File: src/hdl/sabpi_pkg.sv
`timescale 1ns / 1ps
// ----------------------------------------------------------------------------
// sabpi_pkg
// Shared types and constants of the split accelerator/brake PI speed
// controller.
// ----------------------------------------------------------------------------
package sabpi_pkg;

    localparam int FRAC_BITS = 8;

    localparam logic [14:0] LOW_TARGET_LIMIT  = 15'd434;
    localparam logic [14:0] LOW_CURRENT_LIMIT = 15'd142;

    localparam int          BLEED_VALUE  = ((9 << FRAC_BITS) + 5) / 10;
    localparam logic [14:0] BLEED_AMOUNT = 15'(BLEED_VALUE);

    localparam int GAIN_W  = 16;
    localparam int LIMIT_W = 15;

    localparam logic [2:0] CFG_ACCEL_P_GAIN = 3'd0;
    localparam logic [2:0] CFG_ACCEL_I_GAIN = 3'd1;
    localparam logic [2:0] CFG_BRAKE_P_GAIN = 3'd2;
    localparam logic [2:0] CFG_BRAKE_I_GAIN = 3'd3;
    localparam logic [2:0] CFG_ACCEL_UPPER  = 3'd4;
    localparam logic [2:0] CFG_ACCEL_LOWER  = 3'd5;
    localparam logic [2:0] CFG_BRAKE_UPPER  = 3'd6;
    localparam logic [2:0] CFG_BRAKE_LOWER  = 3'd7;

    typedef enum logic [1:0] {
        MODE_LOW   = 2'd0,
        MODE_ACCEL = 2'd1,
        MODE_BRAKE = 2'd2
    } t_mode;

    typedef struct packed {
        logic signed [GAIN_W-1:0] accel_p_gain;
        logic signed [GAIN_W-1:0] accel_i_gain;
        logic signed [GAIN_W-1:0] brake_p_gain;
        logic signed [GAIN_W-1:0] brake_i_gain;
        logic [LIMIT_W-1:0]       accel_upper;
        logic [LIMIT_W-1:0]       accel_lower;
        logic [LIMIT_W-1:0]       brake_upper;
        logic [LIMIT_W-1:0]       brake_lower;
    } t_cfg;

    typedef struct packed {
        t_mode              mode;
        logic signed [16:0] err;
        logic signed [32:0] p_prod;
        logic signed [34:0] i_prod;
    } t_stage;

endpackage

File: src/hdl/split_accel_brake_pi_speed_controller.sv
`timescale 1ns / 1ps
// ----------------------------------------------------------------------------
// split_accel_brake_pi_speed_controller
// PI speed controller driving separate accelerator and brake pedal commands.
//
// Slave stream: tdata carries target speed and measured speed, signed Q8.8.
// Master stream: tdata carries accel and brake commands (unsigned Q7.8
// percent), the speed error and the control mode.
// Configuration: write enable, register index and data; gains and limits
// are to be written while the stream is idle; the block does not enforce it.
//
// Pipeline: two register stages, the input stage register and the output
// result register; a result can wait in either while the receiver stalls.
// Throughput: one transaction per cycle while the receiver accepts; the
// integral add-and-clamp loop around the output stage registers is combinational.
// The input stage keeps accepting while a result waits, as long as its own
// register is free; a stalled receiver then back-pressures the slave side.
// Reset clears both integrals, empties the pipeline and restores the
// default gains and limits.
// ----------------------------------------------------------------------------
module split_accel_brake_pi_speed_controller import sabpi_pkg::*; (
    input  logic        i_clk,
    input  logic        i_rst_n,
    // tdata: target_velocity[15:0], current_velocity[31:16]
    input  logic        i_s_axis_tvalid,
    output logic        o_s_axis_tready,
    input  logic [31:0] i_s_axis_tdata,
    // tdata: accel_command[14:0], brake_command[29:15], velocity_error[46:30],
    //        control_mode[48:47], zero fill[55:49]
    output logic        o_m_axis_tvalid,
    input  logic        i_m_axis_tready,
    output logic [55:0] o_m_axis_tdata,
    input  logic        i_cfg_wr_en,
    input  logic [2:0]  i_cfg_index,
    input  logic [15:0] i_cfg_wdata
);

    t_cfg   w_cfg;
    t_stage w_stage;
    logic   w_stage_valid;
    logic   w_stage_ready;

    sabpi_cfg u_cfg (
        .i_clk       (i_clk),
        .i_rst_n     (i_rst_n),
        .i_cfg_wr_en (i_cfg_wr_en),
        .i_cfg_index (i_cfg_index),
        .i_cfg_wdata (i_cfg_wdata),
        .o_cfg       (w_cfg)
    );

    sabpi_mult u_mult (
        .i_clk   (i_clk),
        .i_rst_n (i_rst_n),
        .i_cfg   (w_cfg),
        .i_valid (i_s_axis_tvalid),
        .o_ready (o_s_axis_tready),
        .i_data  (i_s_axis_tdata),
        .o_valid (w_stage_valid),
        .i_ready (w_stage_ready),
        .o_stage (w_stage)
    );

    sabpi_integ u_integ (
        .i_clk   (i_clk),
        .i_rst_n (i_rst_n),
        .i_cfg   (w_cfg),
        .i_valid (w_stage_valid),
        .o_ready (w_stage_ready),
        .i_stage (w_stage),
        .o_valid (o_m_axis_tvalid),
        .i_ready (i_m_axis_tready),
        .o_data  (o_m_axis_tdata)
    );

endmodule

File: src/hdl/sabpi_cfg.sv
`timescale 1ns / 1ps
// ----------------------------------------------------------------------------
// sabpi_cfg
// Gain and limit register file, written through a plain write port.
// ----------------------------------------------------------------------------
module sabpi_cfg import sabpi_pkg::*; (
    input  logic        i_clk,
    input  logic        i_rst_n,
    input  logic        i_cfg_wr_en,
    input  logic [2:0]  i_cfg_index,
    input  logic [15:0] i_cfg_wdata,
    output t_cfg        o_cfg
);

    t_cfg r_cfg;

    always_ff @(posedge i_clk) begin
        if (!i_rst_n) begin
            r_cfg.accel_p_gain <= 16'sd998;
            r_cfg.accel_i_gain <= 16'sd26;
            r_cfg.brake_p_gain <= -16'sd2304;
            r_cfg.brake_i_gain <= -16'sd128;
            r_cfg.accel_upper  <= 15'd6400;
            r_cfg.accel_lower  <= 15'd1280;
            r_cfg.brake_upper  <= 15'd8960;
            r_cfg.brake_lower  <= 15'd1280;
        end else if (i_cfg_wr_en) begin
            unique case (i_cfg_index)
                CFG_ACCEL_P_GAIN: r_cfg.accel_p_gain <= $signed(i_cfg_wdata);
                CFG_ACCEL_I_GAIN: r_cfg.accel_i_gain <= $signed(i_cfg_wdata);
                CFG_BRAKE_P_GAIN: r_cfg.brake_p_gain <= $signed(i_cfg_wdata);
                CFG_BRAKE_I_GAIN: r_cfg.brake_i_gain <= $signed(i_cfg_wdata);
                CFG_ACCEL_UPPER:  r_cfg.accel_upper  <= i_cfg_wdata[14:0];
                CFG_ACCEL_LOWER:  r_cfg.accel_lower  <= i_cfg_wdata[14:0];
                CFG_BRAKE_UPPER:  r_cfg.brake_upper  <= i_cfg_wdata[14:0];
                CFG_BRAKE_LOWER:  r_cfg.brake_lower  <= i_cfg_wdata[14:0];
                default: ;
            endcase
        end
    end

    assign o_cfg = r_cfg;

endmodule

File: src/hdl/sabpi_mult.sv
`timescale 1ns / 1ps
// ----------------------------------------------------------------------------
// sabpi_mult
// Input stage: speed error, mode decode and the two gain products.
// ----------------------------------------------------------------------------
module sabpi_mult import sabpi_pkg::*; (
    input  logic        i_clk,
    input  logic        i_rst_n,
    input  t_cfg        i_cfg,
    input  logic        i_valid,
    output logic        o_ready,
    input  logic [31:0] i_data,
    output logic        o_valid,
    input  logic        i_ready,
    output t_stage      o_stage
);

    logic signed [15:0] w_tv;
    logic signed [15:0] w_cv;
    logic signed [16:0] w_err;
    logic               w_low;
    t_mode              w_mode;
    logic signed [15:0] w_p_gain;
    logic signed [17:0] w_i_gain;
    logic signed [32:0] w_p_prod;
    logic signed [34:0] w_i_prod;

    logic   r_valid;
    t_stage r_stage;

    assign w_tv  = $signed(i_data[15:0]);
    assign w_cv  = $signed(i_data[31:16]);
    assign w_err = $signed({w_tv[15], w_tv}) - $signed({w_cv[15], w_cv});

    assign w_low = (!w_tv[15] && (w_tv[14:0] <= LOW_TARGET_LIMIT)) ||
                   (!w_cv[15] && (w_cv[14:0] <= LOW_CURRENT_LIMIT));

    always_comb begin
        if (w_low) begin
            w_mode = MODE_LOW;
        end else if (!w_err[16] && (|w_err[15:0])) begin
            w_mode = MODE_ACCEL;
        end else begin
            w_mode = MODE_BRAKE;
        end
    end

    always_comb begin
        case (w_mode)
            MODE_ACCEL: begin
                w_p_gain = i_cfg.accel_p_gain;
                w_i_gain = $signed({{2{i_cfg.accel_i_gain[15]}}, i_cfg.accel_i_gain});
            end
            MODE_BRAKE: begin
                w_p_gain = i_cfg.brake_p_gain;
                // scale the brake integral gain by three, halved later in rounding
                w_i_gain = $signed({i_cfg.brake_i_gain[15], i_cfg.brake_i_gain, 1'b0}) +
                           $signed({{2{i_cfg.brake_i_gain[15]}}, i_cfg.brake_i_gain});
            end
            default: begin
                w_p_gain = i_cfg.brake_p_gain;
                w_i_gain = $signed({{2{i_cfg.brake_i_gain[15]}}, i_cfg.brake_i_gain});
            end
        endcase
    end

    assign w_p_prod = $signed({{17{w_p_gain[15]}}, w_p_gain}) *
                      $signed({{16{w_err[16]}}, w_err});
    assign w_i_prod = $signed({{17{w_i_gain[17]}}, w_i_gain}) *
                      $signed({{18{w_err[16]}}, w_err});

    assign o_ready = !r_valid || i_ready;

    always_ff @(posedge i_clk) begin
        if (!i_rst_n) begin
            r_valid <= 1'b0;
        end else if (o_ready) begin
            r_valid <= i_valid;
        end
    end

    always_ff @(posedge i_clk) begin
        if (i_valid && o_ready) begin
            r_stage.mode   <= w_mode;
            r_stage.err    <= w_err;
            r_stage.p_prod <= w_p_prod;
            r_stage.i_prod <= w_i_prod;
        end
    end

    assign o_valid = r_valid;
    assign o_stage = r_stage;

endmodule

File: src/hdl/sabpi_integ.sv
`timescale 1ns / 1ps
// ----------------------------------------------------------------------------
// sabpi_integ
// Output stage: rounding, PI sum, integral update with anti-windup and
// command clamping into the result register.
// ----------------------------------------------------------------------------
module sabpi_integ import sabpi_pkg::*; (
    input  logic        i_clk,
    input  logic        i_rst_n,
    input  t_cfg        i_cfg,
    input  logic        i_valid,
    output logic        o_ready,
    input  t_stage      i_stage,
    output logic        o_valid,
    input  logic        i_ready,
    output logic [55:0] o_data
);

    function automatic logic signed [16:0] round_sat(input logic signed [34:0] v,
                                                     input logic extra);
        logic signed [35:0] sum;
        logic signed [35:0] shifted;
        logic signed [16:0] res;
        sum = $signed({v[34], v}) +
              (extra ? (36'sd1 <<< FRAC_BITS) : (36'sd1 <<< (FRAC_BITS - 1)));
        shifted = extra ? (sum >>> (FRAC_BITS + 1)) : (sum >>> FRAC_BITS);
        if (shifted > 36'sd65535) begin
            res = 17'sd65535;
        end else if (shifted < -36'sd65536) begin
            res = -17'sd65536;
        end else begin
            res = shifted[16:0];
        end
        return res;
    endfunction

    logic               w_ld;
    logic               w_accel;
    logic signed [16:0] w_p;
    logic signed [16:0] w_i;
    logic [14:0]        w_int;
    logic [14:0]        w_lo;
    logic [14:0]        w_up;
    logic signed [18:0] w_inew;
    logic signed [19:0] w_cmd;
    logic [14:0]        w_cmd_clamp;
    logic [14:0]        w_int_clamp;
    logic [14:0]        w_bleed;

    logic               r_o_valid;
    logic [14:0]        r_accel_int;
    logic [14:0]        r_brake_int;
    logic [14:0]        r_accel_cmd;
    logic [14:0]        r_brake_cmd;
    logic signed [16:0] r_err;
    t_mode              r_mode;

    assign o_ready = !r_o_valid || i_ready;
    assign w_ld    = i_valid && o_ready;
    assign w_accel = (i_stage.mode == MODE_ACCEL);

    assign w_p = round_sat($signed({{2{i_stage.p_prod[32]}}, i_stage.p_prod}), 1'b0);
    assign w_i = round_sat(i_stage.i_prod, i_stage.mode == MODE_BRAKE);

    assign w_int = w_accel ? r_accel_int : r_brake_int;
    assign w_lo  = w_accel ? i_cfg.accel_lower : i_cfg.brake_lower;
    assign w_up  = w_accel ? i_cfg.accel_upper : i_cfg.brake_upper;

    assign w_inew = $signed({4'b0, w_int}) + $signed({{2{w_i[16]}}, w_i});
    assign w_cmd  = $signed({5'b0, w_lo}) + $signed({{3{w_p[16]}}, w_p}) +
                    $signed({w_inew[18], w_inew});

    always_comb begin
        if (w_inew <= 19'sd0) begin
            w_int_clamp = 15'd0;
        end else if (w_inew >= $signed({4'b0, w_up})) begin
            w_int_clamp = w_up;
        end else begin
            w_int_clamp = w_inew[14:0];
        end
    end

    always_comb begin
        if (w_accel) begin
            if (w_cmd >= $signed({5'b0, w_up})) begin
                w_cmd_clamp = w_up;
            end else if (w_cmd <= $signed({5'b0, w_lo})) begin
                w_cmd_clamp = w_lo;
            end else begin
                w_cmd_clamp = w_cmd[14:0];
            end
        end else begin
            if (w_cmd <= $signed({5'b0, w_lo})) begin
                w_cmd_clamp = w_lo;
            end else if (w_cmd >= $signed({5'b0, w_up})) begin
                w_cmd_clamp = w_up;
            end else begin
                w_cmd_clamp = w_cmd[14:0];
            end
        end
    end

    assign w_bleed = (r_brake_int < BLEED_AMOUNT) ? 15'd0 : (r_brake_int - BLEED_AMOUNT);

    always_ff @(posedge i_clk) begin
        if (!i_rst_n) begin
            r_o_valid   <= 1'b0;
            r_accel_int <= 15'd0;
            r_brake_int <= 15'd0;
        end else begin
            if (o_ready) begin
                r_o_valid <= i_valid;
            end
            if (w_ld) begin
                case (i_stage.mode)
                    MODE_ACCEL: begin
                        r_accel_int <= w_int_clamp;
                        r_brake_int <= w_bleed;
                    end
                    MODE_BRAKE: begin
                        r_brake_int <= w_int_clamp;
                        r_accel_int <= 15'd0;
                    end
                    default: begin
                        r_brake_int <= w_int_clamp;
                    end
                endcase
            end
        end
    end

    always_ff @(posedge i_clk) begin
        if (w_ld) begin
            r_err  <= i_stage.err;
            r_mode <= i_stage.mode;
            case (i_stage.mode)
                MODE_ACCEL: begin
                    r_accel_cmd <= w_cmd_clamp;
                    r_brake_cmd <= 15'd0;
                end
                MODE_BRAKE: begin
                    r_accel_cmd <= i_cfg.accel_lower;
                    r_brake_cmd <= w_cmd_clamp;
                end
                default: begin
                    r_accel_cmd <= 15'd0;
                    r_brake_cmd <= w_cmd_clamp;
                end
            endcase
        end
    end

    assign o_valid = r_o_valid;
    assign o_data  = {7'b0, r_mode, r_err, r_brake_cmd, r_accel_cmd};

    a_accel_no_brake: assert property (@(posedge i_clk) disable iff (!i_rst_n)
        (r_o_valid && r_mode == MODE_ACCEL) |-> (r_brake_cmd == 15'd0))
        else $error("brake command active in accelerate mode");

    a_low_no_accel: assert property (@(posedge i_clk) disable iff (!i_rst_n)
        (r_o_valid && r_mode == MODE_LOW) |-> (r_accel_cmd == 15'd0))
        else $error("accel command active in low-speed mode");

    a_bleed_down: assert property (@(posedge i_clk) disable iff (!i_rst_n)
        (w_ld && w_accel) |=> (r_brake_int <= $past(r_brake_int)))
        else $error("brake integral grew in accelerate mode");

    a_brake_clears_accel: assert property (@(posedge i_clk) disable iff (!i_rst_n)
        (w_ld && i_stage.mode == MODE_BRAKE) |=> (r_accel_int == 15'd0))
        else $error("accel integral not cleared in brake mode");

endmodule

File: config.mk
export PLATFORM = sky130hd
export DESIGN_NAME = split_accel_brake_pi_speed_controller
export DESIGN_NICKNAME = d
export VERILOG_FILES = /design/src/hdl/sabpi_pkg.sv /design/src/hdl/split_accel_brake_pi_speed_controller.sv /design/src/hdl/sabpi_cfg.sv /design/src/hdl/sabpi_mult.sv /design/src/hdl/sabpi_integ.sv
export SDC_FILE = /design/constraint.sdc
export NUM_CORES = 2
export LEC_CHECK = 0
export BUFFER_PORTS_ARGS = -buffer_cell sky130_fd_sc_hd__buf_2
export CAP_MARGIN = 25
export CORE_MARGIN = 2
export CORE_UTILIZATION = 40
export DETAILED_ROUTE_END_ITERATION = 16
export PLACE_DENSITY = 0.62
export SLEW_MARGIN = 20
export SYNTH_ARGS = -nofsm -noshare
export SYNTH_HDL_FRONTEND = slang
export SYNTH_SLANG_ARGS = --single-unit
File: constraint.sdc
create_clock -name i_clk -period 12.9 [get_ports i_clk]
set_input_delay 1.29 -clock i_clk [delete_from_list [all_inputs] [get_ports i_clk]]
set_output_delay 1.29 -clock i_clk [all_outputs]
set_load 0.05 [all_outputs]
==> impl_summary.txt <==
----------------------------------------------------
[Clock tree]
  # Post-CTS Setup Buffers ... 0
  Clock sink count ... 278
  Worst-skew pair later-pin latency ... between 0.5 and 0.6 ns
  CTS Buf Count ... 34
  Clock tree from TritonCTS ... built
  Maximum level of the CTS H-tree ... 2
  Hold buffer count at CTS ... 0
  Deepest clock path buffer count ... 3
  Number of gates resized after CTS ... 0
  Root cell of the clock tree ... sky130_fd_sc_hd__clkbuf_16
  Clock-pin slew reported for the worst setup and hold paths after clock tree synthesis ... approximately 0.080 ns

[STA]
  Fin crit share ... 89.6%
  Min Clock Period, post-route ... 11.55 ns
  Worst-case hold slack ... 0.418 ns
  Number of setup violations in the final report ... 0
  Final max-slew violation count ... 0
  Top achievable clock speed ... about 0.087 GHz
  Clk_skew ... about 0.041 ns
  Max transition margin ... a little under a third
  Sum Neg Setup Slack ... 0 ns
  Slew at the pin closest to its max-slew limit ... ~1.0 ns
  Number of endpoints with negative hold slack in the final report ... 0
  PnR worst setup slack ... approximately 1.3 ns
  RSZ-0062 raised after global routing ... no

[Yosys]
  Post-synth EDFFs ... 122
  Cell area after synthesis ... between 30000 and 40000 um^2
  Average instance area after synthesis ... slightly below 9 um^2
  Register bit total from synthesis ... 278
  Library cell with the highest instance count after synthesis ... sky130_fd_sc_hd__nand2_1
  Sequential-to-total area share from yosys stat ... about 17%
  Post-synthesis instance total ... 4427
  Number of warnings reported in the yosys synthesis log ... 0
  Top cells by area, synth ... sky130_fd_sc_hd__fa_1 31%, sky130_fd_sc_hd__edfxtp_1 9.4%, sky130_fd_sc_hd__ha_1 9.0%, sky130_fd_sc_hd__dfxtp_1 8.0%, sky130_fd_sc_hd__nand2_1 7.4%
  Library cells used by synthesis ... between 80 and 90
  Post-synth top area share ... 30.9%
  Area leader, netlist ... sky130_fd_sc_hd__fa_1
  Most used standard cells in the synthesized netlist ... 768 x sky130_fd_sc_hd__nand2_1, 674 x sky130_fd_sc_hd__inv_1, 604 x sky130_fd_sc_hd__fa_1, 299 x sky130_fd_sc_hd__nor2_1, 282 x sky130_fd_sc_hd__ha_1
  Prevailing post-synth register cell ... sky130_fd_sc_hd__dfxtp_1
  Fraction of registers with async set/reset ... 0%

[Route]
  Iteration-0 DRC Markers ... between 2k and 3k
  Aggregate routed wire length ... ~120000 um
  Drt pass-1 iters ... 5
  Ratio of routed vias to standard cells ... 5.41
  Via Count ... between 30k and 40k
  Remaining antenna violation count ... 0
  Remaining routing DRC violations ... 0
  Average wire per cell in the routed design ... 20.6 um

[Floorplan]
  Standard-cell rows ... about 110
  Initial core utilization ... 40.4%
  Chip Width ... between 300 and 400 um
  Vertical extent of the die ... between 300 and 400 um
  Die outline area ... between 100000 and 150000 um^2
  Placeable core region ... roughly 97000 um^2
  # IOs ... 114

[GRT]
  Global-route met1 utilization ... 33.5%
  Most utilized layer in the global route result ... met2
  Wire length of the first global-routing pass ... 183000 um
  Aggregate global-route resource usage ... 23.8%
  Overflow left after global routing ... 0
  Met3 global-route usage ... 5.02%
  Maximum number of pins on one net before global-route repair ... roughly 100
  Global Route met2 Usage ... between 30% and 40%
  Via count of the first global-routing pass ... between 30k and 40k
  Number of antenna violations at the first check in global routing ... 6

[Placement]
  Number of buffers added on ports ... between 100 and 150
  Post-detailed-placement half-perimeter wirelength ... 94800 um
  Routability-driven placement congestion ratio ... between 0.9 and 1
  Placement Setup Slack ... approximately 1.2 ns

[Setup path]
  Source of the worst register-to-register timing path ... u_mult.o_stage[86]$_DFFE_PP_
  Critical Path Start ... u_mult.o_stage[86]$_DFFE_PP_
  Critical path's most frequent cell ... sky130_fd_sc_hd__ha_1
  Worst path slowest cell ... sky130_fd_sc_hd__xor2_1
  Arrival time of the worst setup path ... between 10 and 15 ns
  Critical Path Source Type ... flip-flop
  Register-to-Register Path Depth ... 34
  Maximum net fanout on the critical path ... slightly above 40
  Critical path capture point type ... flip-flop
  Required time of the critical path ... ~13 ns
  Largest incremental delay on the critical path ... approximately 0.80 ns
  Path type of the worst setup path ... reg -> reg

[Run status]
  Result of the run ... finished clean

[Flow run]
  Max Cap Violations ... 0

[Worst hold path]
  Cells on Worst Hold Path ... 0
  Type of the worst min-delay path ... reg -> reg
  Hold_sp ... u_mult.o_stage[84]$_DFFE_PP_

[Final layout]
  P&R area growth vs syn ... 8.17%
  Nets ... 5394
  Fraction of layout cells with a size suffix above 1 ... just over 7%

----------------------------------------------------
-- stage by stage --
| step | instance area [um^2] | util (%) | std cells |
|---|---|---|---|
| 2_1_floorplan | 39100 | - | 4433 |
| 3_3_place_gp | 41000 | 42.4 | 5689 |
| 3_5_place_dp | 41000 | 42.4 | 5690 |
| 4_1_cts | 42200 | 43.7 | 5752 |
| 5_1_grt | 42300 | 43.7 | 5755 |
| 6_report | 42300 | 43.7 | 5759 |
-- critical path, delay by kind of cell (launching register included) --
family                     cells  cell delay, ns
adders and majority gates      7            2.40
AOI/OAI and AO/OA             11            3.38
DFF                            1            0.54
and+or+nand+nor               11            3.16
buffers and inverters          2            0.51
xor gates and xnor gates       3            1.29
-- worst paths after layout --
| check | slack, ns | to |
|---|---|---|
| hold / removal | 0.42 | u_integ.r_err[16]$_DFFE_PP_ |
| hold reg to reg | 0.42 | u_integ.r_err[16]$_DFFE_PP_ |
| setup / recovery | 1.35 | u_integ.r_accel_cmd[1]$_DFFE_PP_ |
| setup reg to reg | 1.35 | u_integ.r_accel_cmd[1]$_DFFE_PP_ |
-- cells by family (layout without fill, tap and decap cells) --
kind of cell | Yosys count | after routing | share of synthesized area (%)
simple gates | 1471 | 1471 | 16.5
other cells | 1 | 12 | 0.00959
compound gates | 663 | 663 | 11.4
mux | 99 | 99 | 2.66
flops | 278 | 278 | 17.4
buf+inv | 872 | 917 | 8.58
xor+xnor | 157 | 157 | 3.54
fa+ha+maj | 886 | 886 | 40.0
-- flip-flops by register name (all words and copies together) (netlist names) --
name and flops:
u_integ.r_accel_cmd 15, u_mult.o_valid 1, u_mult.o_stage 73, u_integ.r_mode 2
u_cfg.o_cfg 124, u_integ.r_brake_int 15, u_integ.r_brake_cmd 15, u_integ.r_accel_int 15
u_integ.r_err 17, u_integ.o_valid 1
-- placed cells by master (no fill, tap or decap), types with 38 or more instances in the layout --
master / instances
sky130_fd_sc_hd__a21boi_0: 96
sky130_fd_sc_hd__a21o_1: 56
sky130_fd_sc_hd__a21oi_1: 131
sky130_fd_sc_hd__and2_1: 68
sky130_fd_sc_hd__buf_2: 105
sky130_fd_sc_hd__buf_4: 68
sky130_fd_sc_hd__dfxtp_1: 156
sky130_fd_sc_hd__edfxtp_1: 122
sky130_fd_sc_hd__fa_1: 604
sky130_fd_sc_hd__ha_1: 281
sky130_fd_sc_hd__inv_1: 673
sky130_fd_sc_hd__mux2_2: 38
sky130_fd_sc_hd__mux2i_1: 61
sky130_fd_sc_hd__nand2_1: 768
sky130_fd_sc_hd__nand3_1: 90
sky130_fd_sc_hd__nand4_1: 38
sky130_fd_sc_hd__nor2_1: 295
sky130_fd_sc_hd__nor3_1: 40
sky130_fd_sc_hd__o21ai_0: 120
sky130_fd_sc_hd__xnor2_1: 94
sky130_fd_sc_hd__xor2_1: 59
-- layout make-up --
| class | count | area [um^2] |
|---|---|---|
| flip-flops and latches | 278 | 6790 |
| clock inverters | 17 | 246 |
| well taps | 1276 | 1600 |
| inverters | 681 | 2560 |
| diodes | 5 | 12.5 |
| fillers | 9479 | 54400 |
| multi-input cells | 3283 | 29100 |
| repair buffers | 174 | 1060 |
| clock buffers | 45 | 966 |
-- layer usage --
layer  routed length (um)  share of wire (%)  up-vias
li1                     -                  -    14400
met1                52400                 44    15400
met2                51700                 44     1197
met3                10000                8.4      187
met4                 4270                3.6        4
met5                   27              0.023        -
Power is not shown: default switching activity piles up to over one toggle a cycle in this logic, so the estimate is an artifact.
